`config.mk`:
```
export PLATFORM = sky130hd
export DESIGN_NAME = dtmf_key_entry_collector_unit
export DESIGN_NICKNAME = d
export VERILOG_FILES = /design/src/rtl/core/dkec_pkg.sv /design/src/rtl/core/dkec_core.sv /design/src/rtl/core/dkec_res_fifo.sv /design/src/rtl/core/dtmf_key_entry_collector_unit.sv
export SDC_FILE = /design/constraint.sdc
export NUM_CORES = 1
export LEC_CHECK = 0
export BUFFER_PORTS_ARGS = -buffer_cell sky130_fd_sc_hd__buf_2
export CORE_ASPECT_RATIO = 0.6
export CORE_MARGIN = 5
export CORE_UTILIZATION = 35
export CTS_BUF_LIST = sky130_fd_sc_hd__clkbuf_8
export CTS_CLUSTER_DIAMETER = 150
export DETAILED_ROUTE_END_ITERATION = 10
export GPL_TIMING_DRIVEN = 1
export PLACE_DENSITY = 0.53
export SLEW_MARGIN = 0
export SYNTH_ARGS = -nofsm -noshare
export SYNTH_HDL_FRONTEND = slang
export SYNTH_SLANG_ARGS = --single-unit
export TNS_END_PERCENT = 1
```
`constraint.sdc`:
```
create_clock -name clk_i -period 13 [get_ports clk_i]
set_input_delay 1.3 -clock clk_i [delete_from_list [all_inputs] [get_ports clk_i]]
set_output_delay 1.3 -clock clk_i [all_outputs]
set_load 0.03 [all_outputs]
```
`src/rtl/core/dkec_pkg.sv`:
```
`timescale 1ns / 1ps
`default_nettype none

package dkec_pkg;

  // Default depth of the result queue; it must hold at least two records.
  localparam int unsigned ResDepthDef = 4;

  typedef enum logic [2:0] {
    EV_START   = 3'd0,
    EV_PRESS   = 3'd1,
    EV_RELEASE = 3'd2,
    EV_SECOND  = 3'd3,
    EV_TENTH   = 3'd4
  } event_e;

  typedef enum logic [2:0] {
    CFG_ENTRY_MODE  = 3'd0,
    CFG_MAX_LENGTH  = 3'd1,
    CFG_END_CODE    = 3'd2,
    CFG_TIMEOUT_SEC = 3'd3,
    CFG_TAP_DELAY   = 3'd4
  } cfg_idx_e;

  typedef enum logic [1:0] {
    MODE_RAW   = 2'd0,
    MODE_DIGIT = 2'd1,
    MODE_TAP   = 2'd2,
    MODE_ALT   = 2'd3
  } entry_mode_e;

  typedef enum logic [1:0] {
    ST_OK      = 2'd0,
    ST_TIMEOUT = 2'd1,
    ST_HOOK    = 2'd2,
    ST_LENGTH  = 2'd3
  } end_status_e;

  localparam logic KIND_CHAR = 1'b0;
  localparam logic KIND_END  = 1'b1;

  localparam logic [3:0] LastTableCode = 4'd12;
  localparam logic [7:0] CharDash      = 8'h2D;

  localparam logic [7:0] DigitTab [13] = '{
    8'h2D, 8'h31, 8'h32, 8'h33, 8'h34, 8'h35, 8'h36, 8'h37, 8'h38, 8'h39,
    8'h30, 8'h2A, 8'h23
  };

  // Four letters per key, indexed by key code times four plus tap count.
  localparam logic [7:0] TapTab [52] = '{
    8'h2D, 8'h2D, 8'h2D, 8'h2D, 8'h71, 8'hF1, 8'h7A, 8'h31,
    8'h61, 8'h62, 8'h63, 8'h32, 8'h64, 8'h65, 8'h66, 8'h33,
    8'h67, 8'h68, 8'h69, 8'h34, 8'h6A, 8'h6B, 8'h6C, 8'h35,
    8'h6D, 8'h6E, 8'h6F, 8'h36, 8'h70, 8'h72, 8'h73, 8'h37,
    8'h74, 8'h75, 8'h76, 8'h38, 8'h77, 8'h78, 8'h79, 8'h39,
    8'h20, 8'h2D, 8'h5F, 8'h30, 8'h2A, 8'h2E, 8'h2C, 8'h3A,
    8'h23, 8'h23, 8'h23, 8'h23
  };

  typedef struct packed {
    logic [1:0] entry_mode;
    logic [7:0] max_length;
    logic [3:0] end_code;
    logic [7:0] timeout_seconds;
    logic [3:0] tap_delay_ticks;
  } cfg_t;

  typedef struct packed {
    logic       kind;
    logic [7:0] char_value;
    logic [7:0] position;
    logic [1:0] status;
    logic       last;
  } res_t;

  // Records produced by one word: count is 0, 1 or 2, first goes out first.
  typedef struct packed {
    logic [1:0] count;
    res_t       first;
    res_t       second;
  } push_t;

endpackage

`default_nettype wire

```
`src/rtl/core/dkec_core.sv`:
```
`timescale 1ns / 1ps
`default_nettype none

module dkec_core
  import dkec_pkg::*;
(
  input  wire logic       clk_i,
  input  wire logic       rst_ni,
  input  wire cfg_t       cfg_i,
  input  wire logic       accept_i,
  input  wire logic [2:0] ev_i,
  input  wire logic [3:0] key_code_i,
  input  wire logic       on_hook_i,
  output push_t           push_o
);

  typedef enum logic [4:0] {
    PH_IDLE    = 5'b00001,
    PH_WAIT    = 5'b00010,
    PH_HELD    = 5'b00100,
    PH_TAPHELD = 5'b01000,
    PH_TAPWAIT = 5'b10000
  } phase_e;

  phase_e      phase_q, phase_d;
  logic [7:0]  secs_q, secs_d;
  logic [3:0]  tt_q, tt_d;
  logic [1:0]  tc_q, tc_d;
  logic [3:0]  hc_q, hc_d;
  logic [7:0]  sc_q, sc_d;

  logic        ch_v, end_v;
  logic [1:0]  end_st;
  logic [7:0]  ch_pos;
  logic [7:0]  held_char;

  always_comb begin
    if (hc_q == cfg_i.end_code || cfg_i.entry_mode == MODE_RAW ||
        cfg_i.entry_mode == MODE_ALT) begin
      held_char = {4'd0, hc_q};
    end else if (hc_q > LastTableCode) begin
      held_char = CharDash;
    end else if (cfg_i.entry_mode == MODE_DIGIT) begin
      held_char = DigitTab[hc_q];
    end else begin
      held_char = TapTab[{hc_q, tc_q}];
    end
  end

  always_comb begin
    logic       do_store;
    logic       do_wait;
    logic [7:0] secs_n;
    logic [3:0] tt_n;
    logic [8:0] nc;

    phase_d  = phase_q;
    secs_d   = secs_q;
    tt_d     = tt_q;
    tc_d     = tc_q;
    hc_d     = hc_q;
    sc_d     = sc_q;
    ch_v     = 1'b0;
    ch_pos   = sc_q;
    end_v    = 1'b0;
    end_st   = ST_OK;
    do_store = 1'b0;
    do_wait  = 1'b0;
    secs_n   = (ev_i == EV_SECOND && secs_q != 8'd0) ? secs_q - 8'd1 : secs_q;
    tt_n     = (tt_q != 4'd0) ? tt_q - 4'd1 : tt_q;
    nc       = {1'b0, sc_q} + 9'd1;

    if (ev_i == EV_START) begin
      sc_d    = 8'd0;
      tc_d    = 2'd0;
      tt_d    = 4'd0;
      hc_d    = 4'd0;
      do_wait = 1'b1;
    end else if (ev_i <= EV_TENTH) begin
      unique case (phase_q)
        PH_WAIT: begin
          secs_d = secs_n;
          if (secs_n == 8'd0) begin
            end_v  = 1'b1;
            end_st = ST_TIMEOUT;
          end else if (on_hook_i) begin
            end_v  = 1'b1;
            end_st = ST_HOOK;
          end else if (ev_i == EV_PRESS) begin
            hc_d    = key_code_i;
            tc_d    = 2'd0;
            phase_d = (cfg_i.entry_mode == MODE_TAP) ? PH_TAPHELD : PH_HELD;
          end
        end
        PH_HELD: begin
          if (ev_i == EV_RELEASE || on_hook_i) do_store = 1'b1;
        end
        PH_TAPHELD: begin
          if (ev_i == EV_RELEASE || on_hook_i) begin
            if (cfg_i.tap_delay_ticks == 4'd0) begin
              do_store = 1'b1;
            end else begin
              phase_d = PH_TAPWAIT;
              tt_d    = cfg_i.tap_delay_ticks;
            end
          end
        end
        PH_TAPWAIT: begin
          if (ev_i == EV_TENTH) begin
            tt_d = tt_n;
            if (tt_n == 4'd0) do_store = 1'b1;
          end else if (ev_i == EV_PRESS) begin
            if (tc_q != 2'd3) tc_d = tc_q + 2'd1;
            phase_d = PH_TAPHELD;
          end
        end
        PH_IDLE: begin
        end
        default: begin
        end
      endcase
    end

    // Storing a character: the length limit wins over the end key.
    if (do_store) begin
      if (nc >= {1'b0, cfg_i.max_length}) begin
        ch_v   = 1'b1;
        sc_d   = nc[7:0];
        end_v  = 1'b1;
        end_st = ST_LENGTH;
      end else if (hc_q == cfg_i.end_code) begin
        end_v  = 1'b1;
        end_st = ST_OK;
      end else begin
        ch_v    = 1'b1;
        sc_d    = nc[7:0];
        do_wait = 1'b1;
      end
    end

    if (do_wait) begin
      phase_d = PH_WAIT;
      secs_d  = cfg_i.timeout_seconds;
      if (cfg_i.timeout_seconds == 8'd0) begin
        end_v  = 1'b1;
        end_st = ST_TIMEOUT;
      end else if (on_hook_i) begin
        end_v  = 1'b1;
        end_st = ST_HOOK;
      end
    end

    if (end_v) begin
      phase_d = PH_IDLE;
      secs_d  = 8'd0;
      tt_d    = 4'd0;
      tc_d    = 2'd0;
    end
  end

  always_comb begin
    res_t chr;
    res_t fin;

    chr.kind       = KIND_CHAR;
    chr.char_value = held_char;
    chr.position   = ch_pos;
    chr.status     = ST_OK;
    chr.last       = ~end_v;
    fin.kind       = KIND_END;
    fin.char_value = 8'd0;
    fin.position   = sc_d;
    fin.status     = end_st;
    fin.last       = 1'b1;

    push_o.count  = accept_i ? ({1'b0, ch_v} + {1'b0, end_v}) : 2'd0;
    push_o.first  = ch_v ? chr : fin;
    push_o.second = fin;
  end

  always_ff @(posedge clk_i or negedge rst_ni) begin
    if (!rst_ni) begin
      phase_q <= PH_IDLE;
      secs_q  <= 8'd0;
      tt_q    <= 4'd0;
      tc_q    <= 2'd0;
      hc_q    <= 4'd0;
      sc_q    <= 8'd0;
    end else if (accept_i) begin
      phase_q <= phase_d;
      secs_q  <= secs_d;
      tt_q    <= tt_d;
      tc_q    <= tc_d;
      hc_q    <= hc_d;
      sc_q    <= sc_d;
    end
  end

endmodule

`default_nettype wire

```
`src/rtl/core/dkec_res_fifo.sv`:
```
`timescale 1ns / 1ps
`default_nettype none

module dkec_res_fifo
  import dkec_pkg::*;
#(
  parameter int unsigned Depth = ResDepthDef
) (
  input  wire logic  clk_i,
  input  wire logic  rst_ni,
  input  wire push_t push_i,
  output logic       room2_o,
  output logic       valid_o,
  output res_t       data_o,
  input  wire logic  pop_i
);

  localparam int unsigned PtrW = (Depth > 1) ? $clog2(Depth) : 1;
  localparam int unsigned CntW = $clog2(Depth + 1);

  res_t            mem_q [Depth];
  logic [PtrW-1:0] wr_q, rd_q, wr1, wr2, rd1;
  logic [CntW-1:0] cnt_q;
  logic            pop;

  function automatic logic [PtrW-1:0] wrap_inc(input logic [PtrW-1:0] p);
    return (p == PtrW'(Depth - 1)) ? '0 : p + PtrW'(1);
  endfunction

  assign wr1     = wrap_inc(wr_q);
  assign wr2     = wrap_inc(wr1);
  assign rd1     = wrap_inc(rd_q);
  assign valid_o = (cnt_q != '0);
  assign pop     = pop_i & valid_o;
  assign room2_o = (cnt_q <= CntW'(Depth - 2));
  assign data_o  = mem_q[rd_q];

  always_ff @(posedge clk_i) begin
    if (push_i.count != 2'd0) mem_q[wr_q] <= push_i.first;
    if (push_i.count == 2'd2) mem_q[wr1] <= push_i.second;
  end

  always_ff @(posedge clk_i or negedge rst_ni) begin
    if (!rst_ni) begin
      wr_q  <= '0;
      rd_q  <= '0;
      cnt_q <= '0;
    end else begin
      case (push_i.count)
        2'd1:    wr_q <= wr1;
        2'd2:    wr_q <= wr2;
        default: wr_q <= wr_q;
      endcase
      if (pop) rd_q <= rd1;
      cnt_q <= cnt_q + CntW'(push_i.count) - CntW'(pop);
    end
  end

endmodule

`default_nettype wire

```
`src/rtl/core/dtmf_key_entry_collector_unit.sv`:
```
`timescale 1ns / 1ps
`default_nettype none

// Key entry collector for a 4-bit DTMF decoder.
// Input stream: one word per event. s_axis_tuser carries the event (start,
// key press, key release, second tick, tenth-second tick); s_axis_tdata
// carries the key code and the hook level. Each word is folded into the
// session state in the cycle it is accepted, so a word can be taken every
// cycle while the result queue has room for two records.
// Output stream: zero, one or two records per input word, in order. A
// character record comes before an end-of-line record; m_axis_tlast marks
// the last record caused by one input word, m_axis_tuser tells a character
// record from an end record. A word's records are written into the queue
// as it is accepted and leave at one per cycle while m_axis_tready is high.
// Throughput is set by the result queue drain: one record per cycle, so a
// steady stream of one-record words runs at one word per cycle.
// When the receiver stalls, records wait in the queue (ResDepth deep) and
// s_axis_tready drops once fewer than two slots are free. Reset clears the
// session to idle, empties the queue and loads the register defaults:
// digit-table mode, length 16, end code 12, timeout 10 s, tap delay four tenth
// ticks. Registers must be written on cfg_we_i only while idle (not enforced).

module dtmf_key_entry_collector_unit
  import dkec_pkg::*;
#(
  parameter int unsigned ResDepth = ResDepthDef
) (
  input  wire logic        clk_i,
  input  wire logic        rst_ni,

  // Configuration write port.
  input  wire logic        cfg_we_i,
  input  wire logic [2:0]  cfg_index_i,
  input  wire logic [7:0]  cfg_data_i,

  // Event input stream.
  input  wire logic        s_axis_tvalid,
  output logic             s_axis_tready,
  input  wire logic [7:0]  s_axis_tdata,   // [3:0] key_code, [4] on_hook, [7:5] zero
  input  wire logic [2:0]  s_axis_tuser,   // [2:0] event code

  // Result record stream.
  output logic             m_axis_tvalid,
  input  wire logic        m_axis_tready,
  output logic [23:0]      m_axis_tdata,   // [7:0] char_value, [15:8] position,
                                           // [17:16] status, [23:18] zero
  output logic             m_axis_tuser,   // [0] kind
  output logic             m_axis_tlast    // last record of one input word
);

  cfg_t  cfg_q;
  push_t push;
  res_t  head;
  logic  room2;
  logic  accept;

  // Register file. Writes to indexes past the list are dropped.
  always_ff @(posedge clk_i or negedge rst_ni) begin
    if (!rst_ni) begin
      cfg_q.entry_mode      <= MODE_DIGIT;
      cfg_q.max_length      <= 8'd16;
      cfg_q.end_code        <= 4'd12;
      cfg_q.timeout_seconds <= 8'd10;
      cfg_q.tap_delay_ticks <= 4'd4;
    end else if (cfg_we_i) begin
      unique case (cfg_idx_e'(cfg_index_i))
        CFG_ENTRY_MODE:  cfg_q.entry_mode      <= cfg_data_i[1:0];
        CFG_MAX_LENGTH:  cfg_q.max_length      <= cfg_data_i;
        CFG_END_CODE:    cfg_q.end_code        <= cfg_data_i[3:0];
        CFG_TIMEOUT_SEC: cfg_q.timeout_seconds <= cfg_data_i;
        CFG_TAP_DELAY:   cfg_q.tap_delay_ticks <= cfg_data_i[3:0];
        default: begin
        end
      endcase
    end
  end

  // A word is taken only while the queue can absorb the worst case of two
  // records, so no record is ever dropped.
  assign s_axis_tready = room2;
  assign accept        = s_axis_tvalid & room2;

  dkec_core u_core (
    .clk_i      (clk_i),
    .rst_ni     (rst_ni),
    .cfg_i      (cfg_q),
    .accept_i   (accept),
    .ev_i       (s_axis_tuser),
    .key_code_i (s_axis_tdata[3:0]),
    .on_hook_i  (s_axis_tdata[4]),
    .push_o     (push)
  );

  dkec_res_fifo #(
    .Depth (ResDepth)
  ) u_fifo (
    .clk_i   (clk_i),
    .rst_ni  (rst_ni),
    .push_i  (push),
    .room2_o (room2),
    .valid_o (m_axis_tvalid),
    .data_o  (head),
    .pop_i   (m_axis_tready)
  );

  assign m_axis_tdata = {6'd0, head.status, head.position, head.char_value};
  assign m_axis_tuser = head.kind;
  assign m_axis_tlast = head.last;

endmodule

`default_nettype wire

```
==> results of run 1 <==
## through the flow
| step | area [µm²] | utilization, % |
|---|---|---|
| after floorplan | 8590 | - |
| after global placement | 9020 | 37.3 |
| after detailed placement | 9020 | 37.3 |
| after CTS | 9440 | 39.1 |
| after global routing | 9440 | 39.1 |
| final | 9440 | 39.1 |
## power breakdown
group | total (mW) | internal, mW | switching [mW]
Clock | 0.391 | 0.198 | 0.192
Sequential | 0.661 | 0.534 | 0.127
Combinational | 0.574 | 0.238 | 0.336
Total | 1.63 | 0.970 | 0.655
## final cells by class
cell class	count	area (µm²)
timing repair buffer	53	285
sequential	144	3610
clock buffer	18	248
clock inverter	14	173
tap	322	403
multi-input combinational	692	4580
fill	2407	14700
inverter	36	135
## Yosys cell counts, types with 5 or more instances
cell / number
sky130_fd_sc_hd__o21a_1: 5
sky130_fd_sc_hd__a32oi_1: 5
sky130_fd_sc_hd__a21oi_1: 72
sky130_fd_sc_hd__o31ai_1: 18
sky130_fd_sc_hd__mux4_2: 20
sky130_fd_sc_hd__mux2i_1: 10
sky130_fd_sc_hd__or3_1: 8
sky130_fd_sc_hd__nor2_1: 58
sky130_fd_sc_hd__nand2_1: 135
sky130_fd_sc_hd__inv_1: 35
sky130_fd_sc_hd__buf_4: 6
sky130_fd_sc_hd__clkbuf_1: 47
sky130_fd_sc_hd__buf_1: 9
sky130_fd_sc_hd__nor3_1: 15
sky130_fd_sc_hd__and3_1: 12
sky130_fd_sc_hd__o21ai_0: 68
sky130_fd_sc_hd__nor4_1: 6
sky130_fd_sc_hd__ha_1: 30
sky130_fd_sc_hd__o32ai_1: 6
sky130_fd_sc_hd__a22o_1: 6
sky130_fd_sc_hd__nand3_1: 41
sky130_fd_sc_hd__a32o_1: 5
sky130_fd_sc_hd__and2_1: 7
sky130_fd_sc_hd__xnor2_1: 11
sky130_fd_sc_hd__a31oi_1: 6
sky130_fd_sc_hd__o2bb2ai_1: 6
sky130_fd_sc_hd__dfrtp_1: 56
sky130_fd_sc_hd__nand2b_1: 12
sky130_fd_sc_hd__nor2b_1: 14
sky130_fd_sc_hd__edfxtp_1: 40
sky130_fd_sc_hd__a21o_1: 5
sky130_fd_sc_hd__dfstp_2: 8
sky130_fd_sc_hd__dfxtp_1: 40
sky130_fd_sc_hd__a311oi_1: 6
sky130_fd_sc_hd__mux2_2: 21
sky130_fd_sc_hd__o211ai_1: 11
sky130_fd_sc_hd__a211oi_1: 8
## routing by layer
| layer | GRT usage [%] | part of all wire (%) | vias to the layer above |
|---|---|---|---|
| li1 | - | - | 3436 |
| met1 | 29.2 | 53 | 3419 |
| met5 | 0 | 0 | - |
| met2 | 22.6 | 39 | 222 |
| met4 | 3.79 | 0.86 | 0 |
| met3 | 4.43 | 6.8 | 15 |
## logic make-up (layout without fill, tap and decap cells)
kind of cell | after synthesis | in the layout
AND/OR/NAND/NOR | 335 | 335
other | 1 | 6
multiplexers | 51 | 51
AO/OA/AOI/OAI | 255 | 255
adder cells (fa/ha/maj) | 31 | 31
buffers and inverters | 100 | 121
flip-flops | 144 | 144
XOR/XNOR | 14 | 14
## sequential cells by signal, indices dropped and copies added, names as in the netlist
signal          cells
u_fifo.mem_q       80
cfg_q              26
u_core.ch_pos       8
u_core.secs_q       8
u_core.phase_q      5
u_core.hc_q         4
u_core.tt_q         4
u_fifo.cnt_q        3
u_core.tc_q         2
u_fifo.rd_q         2
u_fifo.wr_q         2
## critical path, stage by stage, from the launching register on
cell and delay (ns):
sky130_fd_sc_hd__dfrtp_1 0.65, sky130_fd_sc_hd__and3_1 0.28, sky130_fd_sc_hd__and3_1 0.19, sky130_fd_sc_hd__nand3_1 0.10, sky130_fd_sc_hd__xnor2_1 0.30, sky130_fd_sc_hd__ha_1 0.32
sky130_fd_sc_hd__a21oi_1 0.14, sky130_fd_sc_hd__nand2_1 0.08, sky130_fd_sc_hd__a311oi_1 0.29, sky130_fd_sc_hd__nand2_1 0.12, sky130_fd_sc_hd__o21ai_1 0.13, sky130_fd_sc_hd__buf_4 0.31
sky130_fd_sc_hd__clkinv_1 0.70, sky130_fd_sc_hd__ha_1 0.56, sky130_fd_sc_hd__and3_1 0.23, sky130_fd_sc_hd__inv_1 0.10, sky130_fd_sc_hd__ha_1 0.30, sky130_fd_sc_hd__nand2b_1 0.65
sky130_fd_sc_hd__nand2_1 0.56
## path summary, 6_finish.rpt
check / startpoint / to / slack [ns] / depth (start not counted)
worst max-delay path: u_core.ch_pos[2]$_DFFE_PN0P_ / u_fifo.mem_q[3][7]$_DFFE_PP_ / 6.56 / 18
worst min-delay path: u_fifo.mem_q[1][11]$_SDFFE_PP0N_ / u_fifo.mem_q[1][11]$_SDFFE_PP0N_ / 0.46 / 2
worst max register to register: u_core.ch_pos[2]$_DFFE_PN0P_ / u_fifo.mem_q[3][7]$_DFFE_PP_ / 6.56 / 18
worst min register to register: u_fifo.mem_q[1][11]$_SDFFE_PP0N_ / u_fifo.mem_q[1][11]$_SDFFE_PP0N_ / 0.46 / 2
max in group asynchronous: rst_ni / u_fifo.wr_q[0]$_DFFE_PN0P_ / 11.39 / 2
min in group asynchronous: rst_ni / u_core.secs_q[7]$_DFFE_PN0P_ / 1.03 / 2
==> insert_results.sql, run 1 <==
INSERT INTO impl_metrics (metric_group, metric, value, unit) VALUES
('detailed_routing', 'routedWlPerCell', '18.8', 'µm'),
('yosys', 'syn-instance-count', '931', ''),
('sta', 'fmax', '0.155', 'GHz'),
('clocking', 'number_of_buffers_inserted_during_clock_tree_synthesis', '17', ''),
('clocking', 'postCtsSetupBuffers', '0', ''),
('place', 'place_worst_setup_slack', '6.72', 'ns'),
('yosys', 'synth-main-ff-cell', 'sky130_fd_sc_hd__dfrtp_1', ''),
('yosys', 'synth-edff-count', '40', ''),
('final_layout', 'mostFrequentLayoutCells', 'sky130_fd_sc_hd__nand2_1 (135), sky130_fd_sc_hd__a21oi_1 (72), sky130_fd_sc_hd__o21ai_0 (68)', ''),
('yosys', 'synth_compound_area_share', '19.4', '%'),
('final_layout', 'layout-drive-gt1-share', '15.5', '%'),
('floorplan', 'rows', '44', ''),
('yosys', 'post_synth_simple_gate_area', '18.5', '%'),
('place', 'gpl.final_weighted_congestion', '0.818', ''),
('yosys', 'syn-mean-instance-area', '9.21', 'µm²'),
('power', 'p_leak', '3.63', 'nW'),
('place', 'place.port_buffers', '45', ''),
('global_route', 'grt_first_pass_wirelength', '38900', 'µm'),
('yosys', 'number_of_synthesized_register_bits', '144', ''),
('run', 'max-cap-violations', '0', ''),
('detailed_routing', 'drt_pass1_iterations', '6', ''),
('yosys', 'synth_top_area_share', '16.3', '%'),
('global_route', 'overflow', '0', ''),
('yosys', 'synth_area_leader_cell', 'sky130_fd_sc_hd__dfrtp_1', ''),
('place', 'hpwl', '17200', 'µm'),
('sta', 'setup_slack', '6.56', 'ns'),
('clocking', 'hold_buffers', '0', ''),
('final_layout', 'layoutNonFillerInstCount', '1279', ''),
('sta', 'final_worst_path_period_need', '6.44', 'ns'),
('yosys', 'synth_area_leaders', 'sky130_fd_sc_hd__dfrtp_1 (16%), sky130_fd_sc_hd__edfxtp_1 (14%), sky130_fd_sc_hd__dfxtp_1 (9.3%)', ''),
('sta', 'final-max-slew-violation-count', '0', ''),
('yosys', 'post_synth_mux_area_share', '9.18', '%'),
('yosys', 'seq_area_frac_synth', '42.1', '%'),
('yosys', 'synth-xor-area-share', '1.43', '%'),
('floorplan', 'ios', '55', ''),
('yosys', 'synth-async-reset-ratio', '44.4', '%'),
('power', 'post-layout-total-power', '1.63', 'mW'),
('floorplan', 'starting_density_of_the_core', '35.5', '%'),
('yosys', 'yosys.area_share.adder', '4.61', '%'),
('hold_path', 'timing.hold.worst.class', 'flip-flop to flip-flop', ''),
('detailed_routing', 'remaining_drc_errors', '0', ''),
('clocking', 'htree_num_levels', '4', ''),
('final_layout', 'diodes', '0', ''),
('yosys', 'largest_family_of_logic_cells_by_synthesized_area', 'compound AO/OA/AOI/OAI gates', ''),
('detailed_routing', 'finalWirelength', '24100', 'µm'),
('yosys', 'synth_cell_type_count', '72', ''),
('detailed_routing', 'detailroute.via_count', '7092', ''),
('yosys', 'yosys_warnings', '0', ''),
('power', 'powerDensity', '172', 'mW/mm²'),
('floorplan', 'floorplan.die_area', '0.0278', 'mm²'),
('clocking', 'worstSkewPairLatency', '0.49', 'ns'),
('setup_path', 'setup.worst_path.end_class', 'flip-flop', ''),
('final_layout', 'areaGrowthSynthToFinish', '10.1', '%'),
('final_layout', 'layout.cells.most_common', 'sky130_fd_sc_hd__nand2_1', ''),
('global_route', 'antenna_found_initial', '0', ''),
('detailed_routing', 'route.detailed.vias_per_inst', '5.54', ''),
('detailed_routing', 'drt_iter0_drc', '708', ''),
('final_layout', 'num-nets-final', '1002', ''),
('sta', 'setup-tns-final', '0', 'ns'),
('sta', 'slew_headroom', '16.9', '%'),
('setup_path', 'timing.critical_path.required', '13.07', 'ns'),
('floorplan', 'core_region_area', '0.0242', 'mm²'),
('setup_path', 'worstSetupStartpointType', 'flip-flop', ''),
('sta', 'final.period_utilization', '49.5', '%'),
('setup_path', 'worstPathMaxFanout', '27', ''),
('power', 'ir_worst_vdd', '102', 'µV'),
('global_route', 'grt_pass1_vias', '6719', ''),
('sta', 'rsz_0062_raised_after_global_routing', 'false', ''),
('sta', 'clock-skew-final', '0.0196', 'ns'),
('outcome', 'result_of_the_run', 'finished, final reports clean', ''),
('clocking', 'clock-sinks', '144', '');
(Power assumes the default switching activity.)
==> run 2: changes to the inputs <==
PLACE_DENSITY = 0.55   (was 0.53)
clock period = 5.9 ns   (was 13 ns; I/O delays follow)
==> run 2 against run 1 <==
Final area is 0.81% higher. Total power is 120% higher. Global-route usage is 0.10 points higher. Critical path type unchanged. Largest power group unchanged.
==> insert_results.sql, run 2 (synthesis gave the netlist of run 1 again) <==
INSERT INTO impl_metrics (metric_group, metric, value, unit) VALUES
('power', 'p_leak', '3.69', 'nW'),
('final_layout', 'fillerInstances', '2426', ''),
('global_route', 'grt_pass1_vias', '6750', ''),
('detailed_routing', 'detailroute.via_count', '7157', ''),
('global_route', 'global_route.usage.met3', '4.65', '%'),
('global_route', 'overflow', '0', ''),
('hold_path', 'timing.hold.worst.class', 'input pin to async pin', ''),
('detailed_routing', 'remaining_drc_errors', '0', ''),
('run', 'max-cap-violations', '0', ''),
('power', 'post-layout-total-power', '3.58', 'mW'),
('place', 'hpwl', '17500', 'µm'),
('clocking', 'cts_root_buffer', 'sky130_fd_sc_hd__clkbuf_8', ''),
('final_layout', 'mostFrequentLayoutCells', 'sky130_fd_sc_hd__nand2_1 (135), sky130_fd_sc_hd__a21oi_1 (72), sky130_fd_sc_hd__o21ai_0 (68)', ''),
('global_route', 'groute.usage.overall', '17.8', '%'),
('clocking', 'clock-sinks', '144', ''),
('sta', 'fmax', '0.184', 'GHz'),
('setup_path', 'crit_path_cell_trace', 'and3_1, and3_1, nand3_1, xnor2_1, ha_1, a21oi_1, nand2_1, a311oi_1, nand2_1, o21ai_1, clkinv_1, buf_4, ha_1, and3_1, inv_1, ha_1, nand2_1, nand2_1', ''),
('final_layout', 'reg.largest.list', 'u_fifo.mem_q: 80 flops, cfg_q: 26 flops', ''),
('clocking', 'worstSkewPairLatency', '0.48', 'ns'),
('clocking', 'htree_num_levels', '4', ''),
('sta', 'finalSetupViolations', '0', ''),
('setup_path', 'ff2ff_setup_slack', '0.47', 'ns'),
('setup_path', 'setup.worst_path.end_class', 'flip-flop', ''),
('floorplan', 'core_region_area', '0.0242', 'mm²'),
('place', 'gpl.final_weighted_congestion', '0.843', ''),
('clocking', 'post_cts_resized', '0', ''),
('setup_path', 'cpPeakStageDelay', '0.66', 'ns'),
('floorplan', 'die_height', '131', 'µm'),
('sta', 'hold_viol', '0', ''),
('detailed_routing', 'drt_pass1_iterations', '5', ''),
('final_layout', 'layout-drive-gt1-share', '16.1', '%'),
('global_route', 'grt-busiest-layer', 'met1', ''),
('final_layout', 'diodes', '0', ''),
('setup_path', 'slowest_stage', 'sky130_fd_sc_hd__nand2_1', ''),
('detailed_routing', 'drt_iter0_drc', '673', ''),
('floorplan', 'die-width', '212', 'µm'),
('clocking', 'number_of_buffers_inserted_during_clock_tree_synthesis', '17', ''),
('setup_path', 'regToRegStartpoint', 'u_core.ch_pos[2]$_DFFE_PN0P_', ''),
('floorplan', 'ios', '55', ''),
('setup_path', 'r2r.worst_path.cells', '18', ''),
('floorplan', 'starting_density_of_the_core', '35.5', '%'),
('clocking', 'postCtsSetupBuffers', '0', ''),
('setup_path', 'worstSetupPathType', 'flip-flop to flip-flop', ''),
('final_layout', 'layout.cells.most_common', 'sky130_fd_sc_hd__nand2_1', ''),
('sta', 'setup-tns-final', '0', 'ns'),
('clocking', 'clk_transition_reported_paths', '0.08', 'ns'),
('detailed_routing', 'routedWlPerCell', '18.8', 'µm'),
('sta', 'slew_headroom', '25.9', '%'),
('detailed_routing', 'route.detailed.vias_per_inst', '5.54', ''),
('sta', 'final_worst_path_period_need', '5.43', 'ns'),
('floorplan', 'rows', '44', ''),
('setup_path', 'worstSetupStartpointType', 'flip-flop', ''),
('final_layout', 'num-nets-final', '1014', ''),
('floorplan', 'floorplan.die_area', '0.0278', 'mm²'),
('final_layout', 'largest_register_ff_count', '80', ''),
('sta', 'final.period_utilization', '92.0', '%'),
('sta', 'rsz_0062_raised_after_global_routing', 'false', ''),
('clocking', 'hold_buffers', '0', ''),
('global_route', 'antenna_found_initial', '0', ''),
('outcome', 'result_of_the_run', 'finished, final reports clean', ''),
('final_layout', 'areaGrowthSynthToFinish', '11.0', '%'),
('setup_path', 'crit_top_cell', 'sky130_fd_sc_hd__nand2_1', ''),
('setup_path', 'timing.critical_path.required', '6.02', 'ns'),
('final_layout', 'sequential_cell_area', '0.00361', 'mm²'),
('place', 'place.port_buffers', '45', ''),
('setup_path', 'worst-endpoint-arrival', '5.55', 'ns'),
('sta', 'final-max-slew-violation-count', '0', ''),
('global_route', 'grt_start_max_net_pins', '65', ''),
('sta', 'clock-skew-final', '0.0132', 'ns'),
('global_route', 'groute.layer.met2.usage', '22.8', '%'),
('detailed_routing', 'finalWirelength', '24300', 'µm'),
('sta', 'worst-slew-pin-transition', '1.11', 'ns'),
('power', 'powerDensity', '376', 'mW/mm²'),
('global_route', 'met1_usage', '29.1', '%'),
('global_route', 'grt_first_pass_wirelength', '38900', 'µm'),
('setup_path', 'worstPathMaxFanout', '27', ''),
('detailed_routing', 'ant_nets', '0', ''),
('final_layout', 'register_containing_the_most_flip_flops_in_the_final_layout', 'u_fifo.mem_q', ''),
('power', 'ir_worst_vdd', '260', 'µV'),
('clocking', 'cts_tree', 'yes', ''),
('final_layout', 'total_area_of_multi_input_combinational_cells', '0.00458', 'mm²'),
('setup_path', 'timing.rr.end', 'u_fifo.mem_q[0][1]$_DFFE_PP_', ''),
('clocking', 'clock_tree.buffer_depth', '2', '');
==> run 2: final cells by class <==
cell class                      instances  share of cell area, %
Multi-Input combinational cell        692                   48.2
Sequential cell                       144                   38.0
Tap cell                              322                   4.23
Timing Repair Buffer                   65                   3.94
Clock buffer                           19                   2.75
Clock inverter                         13                   1.52
Inverter                               36                   1.42
==> run 2: worst max-delay path by stage <==
stage,endpoint,cells past startpoint,start
6_report,u_fifo.mem_q[0][1]$_DFFE_PP_,18,u_core.ch_pos[2]$_DFFE_PN0P_
5_1_grt,u_fifo.mem_q[0][4]$_DFFE_PP_,21,u_core.ch_pos[2]$_DFFE_PN0P_
4_1_cts,u_fifo.mem_q[0][1]$_DFFE_PP_,18,u_core.ch_pos[2]$_DFFE_PN0P_
3_5_place_dp,u_fifo.mem_q[0][6]$_DFFE_PP_,18,u_core.ch_pos[2]$_DFFE_PN0P_
3_3_place_gp,u_fifo.mem_q[0][8]$_DFFE_PP_,18,u_core.ch_pos[2]$_DFFE_PN0P_
2_1_floorplan,u_fifo.mem_q[1][10]$_DFFE_PP_,21,u_core.ch_pos[3]$_DFFE_PN0P_
==> run 2: layer usage <==
layer | wire, µm | part of all wire [%]
met3 | 1750 | 7.2
met2 | 9390 | 39
met5 | 0 | 0
met1 | 12900 | 53
met4 | 197 | 0.81
==> run 2: critical path, delay by kind of cell (launching register included) <==
kind | cells | cell delay (ns)
XOR/XNOR | 1 | 0.24
adder cells (fa/ha/maj) | 3 | 0.99
AO/OA/AOI/OAI | 3 | 0.62
buffers and inverters | 3 | 0.40
AND/OR/NAND/NOR | 8 | 2.16
flip-flops | 1 | 0.64
==> run 2: metrics by stage <==
stage               hold slack [ns]  instances  util, %  cell area (µm²)  worst slack (ns)
floorplan                     0.294        936        -             8590              1.26
global placement              0.438       1259     37.7             9110             0.699
detailed placement            0.447       1259     37.7             9110             0.608
CTS                           0.304       1291     39.4             9520             0.560
global route                  0.328       1291     39.4             9520            0.0368
finish                        0.282       1291     39.4             9520             0.471
==> run 2: power by group <==
group          internal (mW)  switching, mW  total (mW)
Sequential              1.18          0.265        1.44
Clock                  0.435          0.406       0.841
Combinational          0.539          0.761        1.30
Total                   2.15           1.43        3.58
